<file path="src/rtl/modular_exponentiation_top_macros.svh">
// Assertion macros used by the modular exponentiation controller.
`ifndef MODULAR_EXPONENTIATION_TOP_MACROS_SVH
`define MODULAR_EXPONENTIATION_TOP_MACROS_SVH
`ifndef SYNTHESIS
`define MEX_ASSERT_NOW(lbl, clk, rst, ante, cons) \
   lbl: assert property (@(posedge clk) disable iff (rst) (ante) |-> (cons)) \
      else $error("assertion failed");
`define MEX_ASSERT_NEXT(lbl, clk, rst, ante, cons) \
   lbl: assert property (@(posedge clk) disable iff (rst) (ante) |=> (cons)) \
      else $error("assertion failed");
`else
`define MEX_ASSERT_NOW(lbl, clk, rst, ante, cons)
`define MEX_ASSERT_NEXT(lbl, clk, rst, ante, cons)
`endif
`endif

</file>
<file path="src/rtl/mex_pkg.sv">
package mex_pkg;

   localparam int EXP_BITS_DEF = 64;
   localparam int MOD_BITS_DEF = 32;

   localparam int BASE_W     = 64;
   localparam int EXP_W      = 63;
   localparam int RESULT_W   = 32;
   localparam int CSR_DATA_W = 32;
   localparam int CSR_ADDR_W = 3;
   localparam int CSR_IDX_W  = CSR_ADDR_W - 2;

   localparam logic [31:0] RESET_MODULUS = 32'd1000000007;
   localparam logic [31:0] FERMAT_OFFSET = 32'd2;

   localparam logic [CSR_IDX_W-1:0] REG_MODULUS = '0;

   typedef enum logic [2:0] {
      S_IDLE,
      S_REDUCE,
      S_CHECK,
      S_MUL_ACC,
      S_START_SQ,
      S_MUL_SQ,
      S_FINISH
   } state_type;

   typedef enum logic {
      DEST_PW,
      DEST_ACC
   } dest_type;

   typedef struct packed {
      logic     load;
      logic     step;
      logic     reduce;
      dest_type dest;
      logic     start_mul;
      logic     src_acc;
      logic     shift_exp;
      logic     out_load;
   } dp_cmd_type;

   typedef struct packed {
      logic step_last;
      logic exp_zero;
      logic exp_lsb;
      logic mod_zero;
   } dp_status_type;

endpackage

</file>
<file path="src/rtl/mex_ctrl.sv">
`include "modular_exponentiation_top_macros.svh"

module mex_ctrl (
   input  logic                   clock,
   input  logic                   reset,
   input  logic                   req_valid,
   output logic                   req_stall,
   output logic                   rsp_valid,
   input  logic                   rsp_stall,
   input  mex_pkg::dp_status_type status,
   output mex_pkg::dp_cmd_type    cmd
);
   import mex_pkg::*;

   state_type state_ff, state_in;
   logic      rsp_valid_ff, rsp_valid_in;

   always_ff @(posedge clock) begin
      if (reset) begin
         state_ff     <= S_IDLE;
         rsp_valid_ff <= 1'b0;
      end else begin
         state_ff     <= state_in;
         rsp_valid_ff <= rsp_valid_in;
      end
   end

   always_comb begin
      state_in = state_ff;
      cmd      = '0;
      cmd.dest = DEST_PW;
      case (state_ff)
         S_IDLE: begin
            if (req_valid) begin
               cmd.load = 1'b1;
               state_in = S_REDUCE;
            end
         end
         S_REDUCE: begin
            cmd.step   = 1'b1;
            cmd.reduce = 1'b1;
            cmd.dest   = DEST_PW;
            if (status.step_last) state_in = S_CHECK;
         end
         S_CHECK: begin
            if (status.mod_zero || status.exp_zero) begin
               state_in = S_FINISH;
            end else if (status.exp_lsb) begin
               cmd.start_mul = 1'b1;
               cmd.src_acc   = 1'b1;
               state_in      = S_MUL_ACC;
            end else begin
               cmd.start_mul = 1'b1;
               state_in      = S_MUL_SQ;
            end
         end
         S_MUL_ACC: begin
            cmd.step = 1'b1;
            cmd.dest = DEST_ACC;
            if (status.step_last) state_in = S_START_SQ;
         end
         S_START_SQ: begin
            cmd.start_mul = 1'b1;
            state_in      = S_MUL_SQ;
         end
         S_MUL_SQ: begin
            cmd.step = 1'b1;
            cmd.dest = DEST_PW;
            if (status.step_last) begin
               cmd.shift_exp = 1'b1;
               state_in      = S_CHECK;
            end
         end
         S_FINISH: begin
            if (!rsp_valid_ff || !rsp_stall) begin
               cmd.out_load = 1'b1;
               state_in     = S_IDLE;
            end
         end
         default: state_in = S_IDLE;
      endcase
   end

   assign rsp_valid_in = cmd.out_load || (rsp_valid_ff && rsp_stall);
   assign rsp_valid    = rsp_valid_ff;
   assign req_stall    = (state_ff != S_IDLE);

   `MEX_ASSERT_NEXT(a_reduce_exit, clock, reset, state_ff == S_REDUCE,
      state_ff == S_REDUCE || state_ff == S_CHECK)
   `MEX_ASSERT_NEXT(a_sq_hold, clock, reset, state_ff == S_MUL_SQ && !status.step_last,
      state_ff == S_MUL_SQ)
   `MEX_ASSERT_NEXT(a_finish_out, clock, reset,
      state_ff == S_FINISH && (!rsp_valid_ff || !rsp_stall),
      rsp_valid_ff && state_ff == S_IDLE)
   `MEX_ASSERT_NEXT(a_check_done, clock, reset,
      state_ff == S_CHECK && (status.exp_zero || status.mod_zero), state_ff == S_FINISH)

endmodule

</file>
<file path="src/rtl/mex_dpath.sv">
module mex_dpath #(
   parameter int EXP_BITS = mex_pkg::EXP_BITS_DEF,
   parameter int MOD_BITS = mex_pkg::MOD_BITS_DEF
) (
   input  logic                          clock,
   input  logic                          reset,
   input  logic [MOD_BITS-1:0]           modulus,
   input  logic                          req_kind,
   input  logic [mex_pkg::BASE_W-1:0]    req_base,
   input  logic [mex_pkg::EXP_W-1:0]     req_exponent,
   input  mex_pkg::dp_cmd_type           cmd,
   output mex_pkg::dp_status_type        status,
   output logic [mex_pkg::RESULT_W-1:0]  rsp_result
);
   import mex_pkg::*;

   localparam int CNT_W = $clog2(BASE_W + 1);

   logic [BASE_W-1:0]   scan_ff, scan_in;
   logic [CNT_W-1:0]    cnt_ff, cnt_in;
   logic [MOD_BITS-1:0] r_ff, r_in;
   logic [MOD_BITS-1:0] acc_ff, acc_in;
   logic [MOD_BITS-1:0] pw_ff, pw_in;
   logic [EXP_BITS-1:0] exp_ff, exp_in;
   logic [RESULT_W-1:0] result_ff, result_in;

   logic [MOD_BITS:0]   m_ext, dbl, dbl_red, addend, sum, sum_red;
   logic [MOD_BITS-1:0] r_next, mul_y;
   logic [BASE_W-1:0]   e_full;
   logic                last;

   assign m_ext   = {1'b0, modulus};
   assign dbl     = {r_ff, 1'b0};
   assign dbl_red = (dbl >= m_ext) ? dbl - m_ext : dbl;
   assign addend  = !scan_ff[BASE_W-1] ? '0 :
                    cmd.reduce ? (MOD_BITS+1)'(1) : {1'b0, pw_ff};
   assign sum     = {1'b0, dbl_red[MOD_BITS-1:0]} + addend;
   assign sum_red = (sum >= m_ext) ? sum - m_ext : sum;
   assign r_next  = sum_red[MOD_BITS-1:0];
   assign last    = (cnt_ff == CNT_W'(1));
   assign mul_y   = cmd.src_acc ? acc_ff : pw_ff;

   always_comb begin
      if (req_kind) begin
         if (32'(modulus) > FERMAT_OFFSET)
            e_full = BASE_W'(modulus) - BASE_W'(FERMAT_OFFSET);
         else
            e_full = '0;
      end else begin
         e_full = {1'b0, req_exponent};
      end
   end

   always_comb begin
      scan_in   = scan_ff;
      cnt_in    = cnt_ff;
      r_in      = r_ff;
      acc_in    = acc_ff;
      pw_in     = pw_ff;
      exp_in    = exp_ff;
      result_in = result_ff;
      if (cmd.load) begin
         scan_in = req_base;
         cnt_in  = CNT_W'(BASE_W);
         r_in    = '0;
         acc_in  = MOD_BITS'(1);
         exp_in  = e_full[EXP_BITS-1:0];
      end
      if (cmd.start_mul) begin
         scan_in = {mul_y, {(BASE_W-MOD_BITS){1'b0}}};
         cnt_in  = CNT_W'(MOD_BITS);
         r_in    = '0;
      end
      if (cmd.step) begin
         scan_in = {scan_ff[BASE_W-2:0], 1'b0};
         cnt_in  = cnt_ff - CNT_W'(1);
         r_in    = r_next;
         if (last) begin
            if (cmd.dest == DEST_ACC) acc_in = r_next;
            else pw_in = r_next;
         end
      end
      if (cmd.shift_exp) exp_in = exp_ff >> 1;
      if (cmd.out_load) begin
         result_in = (modulus == '0) ? '0 : RESULT_W'(acc_ff);
      end
   end

   always_ff @(posedge clock) begin
      if (reset) begin
         cnt_ff <= '0;
      end else begin
         cnt_ff <= cnt_in;
      end
   end

   always_ff @(posedge clock) begin
      scan_ff   <= scan_in;
      r_ff      <= r_in;
      acc_ff    <= acc_in;
      pw_ff     <= pw_in;
      exp_ff    <= exp_in;
      result_ff <= result_in;
   end

   assign status.step_last = last;
   assign status.exp_zero  = (exp_ff == '0);
   assign status.exp_lsb   = exp_ff[0];
   assign status.mod_zero  = (modulus == '0);
   assign rsp_result       = result_ff;

endmodule

</file>
<file path="src/rtl/modular_exponentiation_top.sv">
// Modular exponentiation by right-to-left square-and-multiply.
// Input channel req_*: kind (0 power, 1 Fermat inverse with exponent
// modulus minus two), a 64-bit base and a 63-bit exponent. Result channel
// rsp_*: one 32-bit result per item. Both use valid/stall handshakes.
// The modulus register sits at byte address 0 of the APB port; write it
// only while no item is in flight. Reset loads 1000000007.
// One item is in work at a time. Each item runs a bit-serial base
// reduction, then one squaring for each exponent bit up to the top set
// bit and one multiply into the accumulator for each set bit, all on the
// shared one-bit-per-cycle modular multiplier. A finished result waits in
// the output register while the receiver stalls; the next item is taken
// meanwhile and finishes only once the register is free.
module modular_exponentiation_top #(
   parameter int EXP_BITS = mex_pkg::EXP_BITS_DEF,
   parameter int MOD_BITS = mex_pkg::MOD_BITS_DEF
) (
   input  logic                            clock,
   input  logic                            reset,
   input  logic                            req_valid,
   output logic                            req_stall,
   input  logic                            req_kind,
   input  logic [mex_pkg::BASE_W-1:0]      req_base,
   input  logic [mex_pkg::EXP_W-1:0]       req_exponent,
   output logic                            rsp_valid,
   input  logic                            rsp_stall,
   output logic [mex_pkg::RESULT_W-1:0]    rsp_result,
   input  logic                            psel,
   input  logic                            penable,
   input  logic                            pwrite,
   input  logic [mex_pkg::CSR_ADDR_W-1:0]  paddr,
   input  logic [mex_pkg::CSR_DATA_W-1:0]  pwdata,
   output logic [mex_pkg::CSR_DATA_W-1:0]  prdata,
   output logic                            pready
);
   import mex_pkg::*;

   logic [MOD_BITS-1:0]  mod_ff, mod_in;
   logic [CSR_IDX_W-1:0] csr_idx;
   logic                 csr_wr;
   dp_cmd_type           cmd;
   dp_status_type        status;

   assign pready  = 1'b1;
   assign csr_idx = paddr[CSR_ADDR_W-1:2];
   assign csr_wr  = psel && penable && pwrite && pready;
   assign mod_in  = (csr_wr && csr_idx == REG_MODULUS) ? pwdata[MOD_BITS-1:0] : mod_ff;
   assign prdata  = (csr_idx == REG_MODULUS) ? CSR_DATA_W'(mod_ff) : '0;

   always_ff @(posedge clock) begin
      if (reset) begin
         mod_ff <= RESET_MODULUS[MOD_BITS-1:0];
      end else begin
         mod_ff <= mod_in;
      end
   end

   mex_ctrl u_ctrl (
      .clock     (clock),
      .reset     (reset),
      .req_valid (req_valid),
      .req_stall (req_stall),
      .rsp_valid (rsp_valid),
      .rsp_stall (rsp_stall),
      .status    (status),
      .cmd       (cmd)
   );

   mex_dpath #(
      .EXP_BITS (EXP_BITS),
      .MOD_BITS (MOD_BITS)
   ) u_dpath (
      .clock        (clock),
      .reset        (reset),
      .modulus      (mod_ff),
      .req_kind     (req_kind),
      .req_base     (req_base),
      .req_exponent (req_exponent),
      .cmd          (cmd),
      .status       (status),
      .rsp_result   (rsp_result)
   );

endmodule

</file>
<file path="config.mk">
export PLATFORM = sky130hd
export DESIGN_NAME = modular_exponentiation_top
export DESIGN_NICKNAME = d
export VERILOG_FILES = /design/src/rtl/mex_pkg.sv /design/src/rtl/mex_ctrl.sv /design/src/rtl/mex_dpath.sv /design/src/rtl/modular_exponentiation_top.sv
export VERILOG_INCLUDE_DIRS = /design/src /design/src/rtl
export SDC_FILE = /design/constraint.sdc
export NUM_CORES = 1
export LEC_CHECK = 0
export CAP_MARGIN = 20
export CORE_MARGIN = 2
export CORE_UTILIZATION = 45
export DETAILED_ROUTE_END_ITERATION = 16
export DONT_BUFFER_PORTS = 1
export PLACE_DENSITY = 0.69
export SLEW_MARGIN = 15
export SYNTH_ARGS = -nofsm -noshare
export SYNTH_HDL_FRONTEND = slang
export SYNTH_SLANG_ARGS = --single-unit
</file>
<file path="constraint.sdc">
create_clock -name clock -period 8.4 [get_ports clock]
set_clock_uncertainty 0.05 [all_clocks]
set_input_delay 1.68 -clock clock [delete_from_list [all_inputs] [get_ports clock]]
set_output_delay 1.68 -clock clock [all_outputs]
set_load 0.005 [all_outputs]
</file>
* After elaboration in Yosys (flattened, before gate mapping)
Cells that the tools add are included.
** Word-level totals
- Output and inout port bits :: 67
- Bits in registers :: 299
- Logic and storage cells :: 96
** Operators by class
- Equal/unequal tests :: 11
- Bitwise operators :: 2
- Magnitude comparators :: 3
- Add/sub/neg operators :: 5
- Mux-type cells :: 43
- Reduce and logical (&&, ||, !) cells :: 20
** Operators with widths (count)
- two-way mux 32 bit :: 12
- two-way mux 64 bit :: 5
- two-way mux 63 bit :: 2
- >= comparator 33 x 32 -> 1 bit :: 2
- logical NOT 64 bit :: 1
- subtractor 32 bit :: 2
- adder 32 x 33 -> 33 bit :: 1
- two-way mux 33 bit :: 1
- subtractor 32 x 2 -> 33 bit, second input constant :: 1
- > comparator 32 x 2 -> 1 bit, second input constant :: 1
- logical NOT 32 bit :: 1
- two-way mux 7 bit :: 3
- two-way mux 3 bit :: 6
- one-hot mux 3 bit (6 select lines) :: 1
- two-way mux 1 bit :: 11
- == test 3 bit, second input constant :: 3
- == test 7 x 1 -> 1 bit, second input constant :: 1
- subtractor 7 x 1 -> 7 bit, second input constant :: 1
- == test 3 x 2 -> 1 bit, second input constant :: 2
- inequality test 2 x 1 -> 1 bit, second input constant :: 3
- nonzero test 3 bit :: 2
- logical AND 1 bit :: 4
- AND reduction 4 bit :: 1
- OR reduction 2 bit :: 2
- 11 further kinds :: 15

* Logic depth before layout (Yosys ltp)
Gate-level depths: netlist of run 1.
- Depth in word-level cells :: 10
- Gate-level depth with buffers :: 35
- Mapped depth without buffers :: 30

* Hierarchy
A second synthesis of run 1 with hierarchy kept.
** Second synthesis, totals
- Cells, all modules :: 2149
- Area total of the unflattened synthesis :: 19665.1 um^2
** By module, submodules not included
- mex_dpath :: sequential area each 7487.2 um^2, area each 17710.7 um^2, instances 1, cells an instance 1927
- modular_exponentiation_top :: sequential area each 640.6 um^2, area each 1617.8 um^2, instances 1, cells an instance 177
- mex_ctrl :: sequential area each 80.1 um^2, area each 336.6 um^2, instances 1, cells an instance 45

* Least setup slack after synthesis of run 1
No wires, ideal clock.
- Path kind :: reg-to-reg
- From :: register mod_ff[3]
- To :: register u_dpath.r_ff[31], data pin
- Setup slack :: 1.223 ns
- Arrival :: 6.980 ns
- Library setup time :: 0.147 ns
- Path buffers :: 4
- Stages on the path, launching flop included :: 34
- Clock period less this slack :: 7.177 ns
- Cells stage by stage :: dfxtp_1 inv_1 ha_1 nand3_1 a21oi_1 o311ai_1 a31oi_1 a41o_1 a21oi_2 o221ai_1 a21o_1 buf_2 mux2_2 ha_1 and3_1 nand4_1 a211o_1 and4_1 o31ai_1 a21oi_1 xor2_1 inv_1 ha_1 clkbuf_1 and3_1 nand4_1 or4_1 nor4_1 a2111oi_0 o221a_2 buf_6 buf_6 or3_1 a21oi_1
** Between the ends
- Word-level cells in the longest chain between the ends :: 6
- Elaborated cells between the ends (all ways) :: 13
** Ends and longest elaborated chain
- start, declared :: RTL line modular_exponentiation_top.sv:37 : logic [MOD_BITS-1:0] mod_ff, mod_in;
- start signal, assigned :: RTL line modular_exponentiation_top.sv:51 : mod_ff <= RESET_MODULUS[MOD_BITS-1:0];
- start signal, assigned :: RTL line modular_exponentiation_top.sv:53 : mod_ff <= mod_in;
- subtractor 32 bit (tied with other cells) :: RTL line mex_dpath.sv:34 : assign dbl_red = (dbl >= m_ext) ? dbl - m_ext : dbl;
- two-way mux 32 bit / logical OR 1 bit (equally long branches) :: RTL line mex_dpath.sv:34, mex_ctrl.sv:46
- adder 32 x 33 -> 33 bit / two-way mux 2 bit (equally long branches) :: RTL line mex_dpath.sv:37, mex_ctrl.sv:46
- subtractor 32 bit (tied with other cells) :: RTL line mex_dpath.sv:38 : assign sum_red = (sum >= m_ext) ? sum - m_ext : sum;
- two-way mux 32 bit (on tied branches) :: RTL line mex_dpath.sv:38, mex_dpath.sv:69
- two-way mux 32 bit (*) :: RTL line mex_dpath.sv:74 : if (cmd.step) begin
- end signal, assigned :: RTL line mex_dpath.sv:99 : r_ff <= r_in;
- end, declared :: RTL line mex_dpath.sv:21 : logic [MOD_BITS-1:0] r_ff, r_in;
Every way passes the cells marked *; elsewhere a longest branch is shown, timed or not.
A chain may end at the register's enable or synchronous reset.

* Final worst setup path of run 1
- From :: register mod_ff[3]
- To :: register u_dpath.pw_ff[30], data pin
** Between the ends
- Word-level cells in the longest chain between the ends :: 5
- Elaborated cells between the ends (all ways) :: 7
** Ends and longest elaborated chain
- subtractor 32 bit / >= comparator 33 x 32 -> 1 bit (equally long branches) :: RTL line mex_dpath.sv:34
- two-way mux 32 bit :: RTL line mex_dpath.sv:34
- adder 32 x 33 -> 33 bit :: RTL line mex_dpath.sv:37 : assign sum = {1'b0, dbl_red[MOD_BITS-1:0]} + addend;
- subtractor 32 bit / >= comparator 33 x 32 -> 1 bit (equally long branches) :: RTL line mex_dpath.sv:38
- two-way mux 32 bit (*) :: RTL line mex_dpath.sv:38
- net u_dpath.sum_red[30] :: RTL line mex_dpath.sv:27 : logic [MOD_BITS:0] m_ext, dbl, dbl_red, addend, sum, sum_red;
- end signal, assigned :: RTL line mex_dpath.sv:101 : pw_ff <= pw_in;
- end, declared :: RTL line mex_dpath.sv:23 : logic [MOD_BITS-1:0] pw_ff, pw_in;
Mark *: on every way through the listed nets, which the timed path passes. The rest lies on a longest branch.

==> results.md, run 1 <==
* Hold Vio Cnt, Final at 0
* Crit path kind: reg -> reg
* Critical path's top delay family: compound AO/OA/AOI/OAI gates
* Adder-cell area share of the yosys netlist at 6.79%
* Ys flop type: edfxtp_1
* Initial antenna violation count at 0
* Worst-margin pin slew at 1170 ps
* Post-Place Cells at 2576
* Syn_nets at 2288
* Drt via density at 6.05
* Seq/Total Area, Yosys at 42.9%
* Synth area leaders: edfxtp_1, dfxtp_1, ha_1, a21oi_1, nor2_1
* CP Buf/Inv Count at 6
* Most common cell in the netlist: edfxtp_1
* XOR/XNOR Fraction of Synth Area at 4.95%
* Number of DRC markers in iteration 0 at 1309
* Crit-path slowest cell: or4_1
* CTS tree: yes
* Inserted Clock Buffers at 34
* Row count at 75
* Boundary pin count at 237
* WL/cell at 21.9 µm
* Pins Over Slew Limit at 0
* Hold WC Path Type: reg -> reg
* Initial Util at 45.6%
* Layout cells sized above 1 at 12.5%
* Synth warnings at 0
* Period minus WS final at 7970 ps
* Area Overhead vs Synth at 12.8%
* I/O Buffers at 0
* Crit path max fanout at 21
* Final setup fails at 0
* Post-synthesis mux area share at 5.16%
* Worst setup EP type: register
* Compound-gate portion of the synthesized area at 20.4%
* CTS root buf: clkbuf_16
* Share of the synthesized area in the top cell type at 34.9%
* Main combinational cell family by area after synthesis: compound AO/OA/AOI/OAI gates
* Critical path data arrival time at 8230 ps
* Worst-path clk slew at 60 ps
* Vias at 15900
* Max-cap violations at 0
* Non-filler instance count after layout at 2637
* DRC errors left at 0
* Mean Syn Cell Area at 9.49 µm²
* TritonCTS Sinks at 299
* Gr ovfl total at 0
* Die width at 210 µm
* Status: finished, final reports clean
* CP Data Required Time at 8650 ps
* Mapped Area at 19100 µm²
* Slowest Stage Delay on Critical Path at 540 ps
* Core region area at 41900 µm²
* Aggregate global-route resource usage at 25.5%
* Htree depth at 2
* HPWL after detailed placement at 43.6 mm
* Post-synth ARST share at 0%
* Die ar. at 44200 µm²
* Post-CTS setup buffers at 0
* Synth Area in Simple Gates at 15.3%
* Slew HR at 22.3%
* Cells after Synth at 2016
* Antenna-violating nets left at 0
* Initial DRT Pass Iterations at 5
* GPL Wtd Cong at 0.924
* Drt total wl at 57.8 mm
* Synth area leader: edfxtp_1
* Nets@finish at 2346
* Synth unique cells at 80
* Die Y at 210 µm
* Critical Path Start Type: register
* Vias in the first global route at 15300
* Clock tree buffer depth at 3
* Global-route wire length before repair at 87.2 mm
* Synth Register Bits at 299
* EDFF count, synth at 222
* Worst-Skew Late Latency at 550 ps
* # diodes at 0
* Fmax at 0.125 GHz
* Crit share post-route at 94.9%
* Pin count of the biggest net entering global routing at 78
* Most instantiated cells after synthesis: edfxtp_1, a21oi_1, nor2_1
sequential cells by signal, summed over array words and instances, names as in the netlist:
register,cells
u_dpath.pw_ff,32
u_ctrl.state_ff,3
u_dpath.r_ff,32
u_dpath.rsp_result,32
u_dpath.scan_ff,64
u_dpath.exp_ff,64
u_dpath.cnt_ff,7
u_ctrl.rsp_valid,1
mod_ff,32
u_dpath.acc_ff,32
worst register-to-register path: cells and delay by family (launching register included):
family / cells / cell delay, ps
and+or+nand+nor: 6 / 1690
buffers and inverters: 6 / 780
muxes: 2 / 660
AOI/OAI and AO/OA: 14 / 2920
adders and majority gates: 3 / 980
DFF: 1 / 420
xor gates and xnor gates: 1 / 240
cells in the final DEF (no fill, tap or decap), types with 22 or more instances in the layout:
master,instances
a21o_1,58
nor4_1,25
dfxtp_1,77
clkbuf_16,36
xor2_1,31
nor2_1,188
xnor2_1,77
edfxtp_1,222
and2_1,72
nand2_1,100
a211o_1,22
ha_1,99
o21ai_0,109
nand4_1,27
mux2i_1,55
nor3_1,25
buf_4,137
a22o_1,32
inv_1,94
a21oi_1,199
and3_1,24
mux2_2,37
a22oi_1,61
nand3_1,55
final timing paths:
kind	start	endpoint	slack, ps	depth (start not counted)
worst min-delay path	mod_ff[18]$_SDFFE_PP0P_	mod_ff[18]$_SDFFE_PP0P_	410	2
worst min register to register	mod_ff[18]$_SDFFE_PP0P_	mod_ff[18]$_SDFFE_PP0P_	410	2
worst max register to register	mod_ff[3]$_SDFFE_PP0P_	u_dpath.pw_ff[30]$_DFFE_PP_	430	32
worst max-delay path	mod_ff[3]$_SDFFE_PP0P_	u_dpath.pw_ff[30]$_DFFE_PP_	430	32
final cells by class:
cell class / instances / area (µm²)
Clock inverter: 17 / 146
Timing Repair Buffer: 140 / 1080
Fill cell: 3800 / 20400
Tap cell: 539 / 674
Sequential cell: 299 / 8210
Inverter: 96 / 360
Clock buffer: 43 / 947
Multi-Input combinational cell: 1503 / 10200
what timing repair did:
action | in CTS | in global routing
hold buffers | 0 | 0
gates resized for setup | 0 | 7
endpoints found under the hold margin | 0 | 0
setup endpoints to repair | 0 | 96
kinds of logic (layout without fill, tap and decap cells):
family | after synthesis | count (layout)
multiplexers | 94 | 94
XOR/XNOR | 108 | 108
other | 1 | 1
AND/OR/NAND/NOR | 592 | 592
buffers and inverters | 214 | 296
AO/OA/AOI/OAI | 606 | 606
flip-flops | 299 | 299
adder cells (fa/ha/maj) | 102 | 102
through the flow:
step | worst slack [ps] | hold slack [ps] | instance area [µm²] | utilization [%] | TNS [ps]
3_3_place_gp | 518 | 397 | 20400 | 48.7 | 0
4_1_cts | 341 | 409 | 21500 | 51.3 | 0
3_5_place_dp | 418 | 401 | 20400 | 48.7 | 0
2_1_floorplan | 1220 | 390 | 19100 | - | 0
6_report | 427 | 413 | 21600 | 51.4 | 0
5_1_grt | -9.17 | 435 | 21600 | 51.4 | -19.3
layer usage:
| metal | part of all wire [%] | up-vias | routed length [µm] | global-route usage [%] |
|---|---|---|---|---|
| met4 | 4.1 | 0 | 2380 | 10.4 |
| met3 | 5.2 | 114 | 2980 | 3.86 |
| met1 | 42 | 7741 | 24000 | 32.2 |
| li1 | - | 7594 | - | - |
| met5 | 0 | - | 0 | 0 |
| met2 | 49 | 498 | 28400 | 43.7 |
Power of run 1 is not shown: default switching activity piles up to over one toggle a cycle in this logic, so the estimate is an artifact.
==> inputs of run 2 (changes only) <==
--- a/config.mk
+++ b/config.mk
@@ -6,12 +6,12 @@
 export SDC_FILE = /design/constraint.sdc
 export NUM_CORES = 1
 export LEC_CHECK = 0
+export BUFFER_PORTS_ARGS = -buffer_cell sky130_fd_sc_hd__buf_2
 export CAP_MARGIN = 20
 export CORE_MARGIN = 2
 export CORE_UTILIZATION = 45
 export DETAILED_ROUTE_END_ITERATION = 16
-export DONT_BUFFER_PORTS = 1
-export PLACE_DENSITY = 0.69
+export PLACE_DENSITY = 0.73
 export SLEW_MARGIN = 15
 export SYNTH_ARGS = -nofsm -noshare
 export SYNTH_HDL_FRONTEND = slang
==> run 2 against run 1 <==
Net effect: final cell count grew 9.0%; hold slack gained 13 ps; sequential cell count is the same; global-route usage grew 0.25 points; maximum frequency shrank 2.0%; first-iteration DRC count grew 15%; design area grew 6.1%; count of clock-buffer cells in the layout grew 4.
==> results.md, run 2 (synthesis results as in run 1) <==
* Status: finished, final reports clean
* TritonCTS Sinks at 299
* Die ar. at 44200 µm²
* Boundary pin count at 237
* Max-cap violations at 0
* CTS tree: yes
* Fmax at 0.123 GHz
* GPL Wtd Cong at 0.950
* Slowest Stage Delay on Critical Path at 520 ps
* CTS root buf: clkbuf_16
* R2R setup slack at 260 ps
* Critical path data arrival time at 8470 ps
* Pin count of the biggest net entering global routing at 128
* Initial Util at 45.6%
* I/O Buffers at 233
* Area Overhead vs Synth at 19.7%
* Most common cell after layout, fill and taps aside: buf_2
* Most frequent CP cell: ha_1
* Drt via density at 5.88
* WL/cell at 20.3 µm
* Vias at 16900
* Crit share post-route at 96.9%
* Pins Over Slew Limit at 0
* Final setup fails at 0
* Regs by FF count: u_dpath.exp_ff x64, u_dpath.scan_ff x64
* Core region area at 41900 µm²
* Hold Vio Cnt, Final at 0
* Worst-margin pin slew at 1060 ps
* Layout cells sized above 1 at 21.9%
* Crit-path slowest cell: or4_4
* Period minus WS final at 8140 ps
* Drt total wl at 58.3 mm
* Die width at 210 µm
* Worst Reg2Reg Path Length in Cells at 32
* Antenna-violating nets left at 0
* Vias in the first global route at 16500
* Non-filler instance count after layout at 2875
* DRC errors left at 0
* Hold WC Path Type: reg -> reg
* Die Y at 210 µm
* Nets@finish at 2582
* Worst-path clk slew at 60 ps
* Slew HR at 29.0%
* Crit path kind: reg -> reg
* Inserted Clock Buffers at 34
* Worst Hold Path Cells at 2
* Initial DRT Pass Iterations at 5
* Area post-placement at 21600 µm²
* Post-Place Cells at 2806
* Clock tree buffer depth at 3
* Global-route wire length before repair at 89.5 mm
* Critical Path Start Type: register
* Gr ovfl total at 0
* Initial antenna violation count at 0
* # diodes at 0
* Worst setup EP type: register
* Number of DRC markers in iteration 0 at 1507
* Hold_buf cts at 0
* Most frequent cells in the layout: buf_2, edfxtp_1, a21oi_1, nor2_1, buf_4
* Row count at 75
* Aggregate global-route resource usage at 25.7%
* Worst-Skew Late Latency at 540 ps
* Finished Cell Area at 22900 µm²
* Crit path max fanout at 15
* HPWL after detailed placement at 44.1 mm
* Htree depth at 2
* CP Data Required Time at 8730 ps
## run 2: final cells by class
class	count	area, µm²
Tap cell	539	674
Fill cell	3726	19100
Clock inverter	15	149
Sequential cell	299	8210
Inverter	96	360
Clock buffer	47	982
Timing Repair Buffer	375	2290
Multi-Input combinational cell	1504	10200
## run 2: timing repair
action,in CTS,in global routing
hold endpoints to repair,0,0
buffers inserted,0,2
setup endpoints to repair,0,96
resized for setup,0,21
## run 2: critical path, delay by kind of cell, from the launching register on
| kind | cells | cell delay, ps |
|---|---|---|
| AOI/OAI and AO/OA | 13 | 2700 |
| xor gates and xnor gates | 1 | 300 |
| and+or+nand+nor | 8 | 2150 |
| buffers and inverters | 6 | 890 |
| DFF | 1 | 420 |
| muxes | 1 | 390 |
| adders and majority gates | 3 | 1080 |
## run 2: final timing paths
path	startpoint	endpoint
worst min-delay path	mod_ff[18]$_SDFFE_PP0P_	mod_ff[18]$_SDFFE_PP0P_
worst max register to register	mod_ff[3]$_SDFFE_PP0P_	u_dpath.r_ff[31]$_SDFFCE_PN0P_
worst max-delay path	mod_ff[3]$_SDFFE_PP0P_	u_dpath.r_ff[31]$_SDFFCE_PN0P_
worst min register to register	mod_ff[18]$_SDFFE_PP0P_	mod_ff[18]$_SDFFE_PP0P_
## run 2: routing by layer
| metal | up-vias | routed length (µm) | track usage [%] |
|---|---|---|---|
| met4 | 0 | 2830 | 12.7 |
| met3 | 148 | 2940 | 2.89 |
| met1 | 8106 | 23800 | 32.0 |
| met2 | 567 | 28800 | 44.4 |
| met5 | - | 0 | 0 |
| li1 | 8083 | - | - |
## run 2: through the flow
| stage | hold WS (ps) | TNS, ps | setup slack (ps) | util (%) |
|---|---|---|---|---|
| floorplan | 390 | 0 | 1220 | - |
| detailed placement | 413 | 0 | 275 | 51.4 |
| finish | 426 | 0 | 261 | 54.6 |
| CTS | 426 | 0 | 219 | 54.1 |
| global route | 443 | -114 | -51.9 | 54.6 |
| global placement | 403 | 0 | 306 | 51.4 |
Power of run 2 is left out for the same reason.
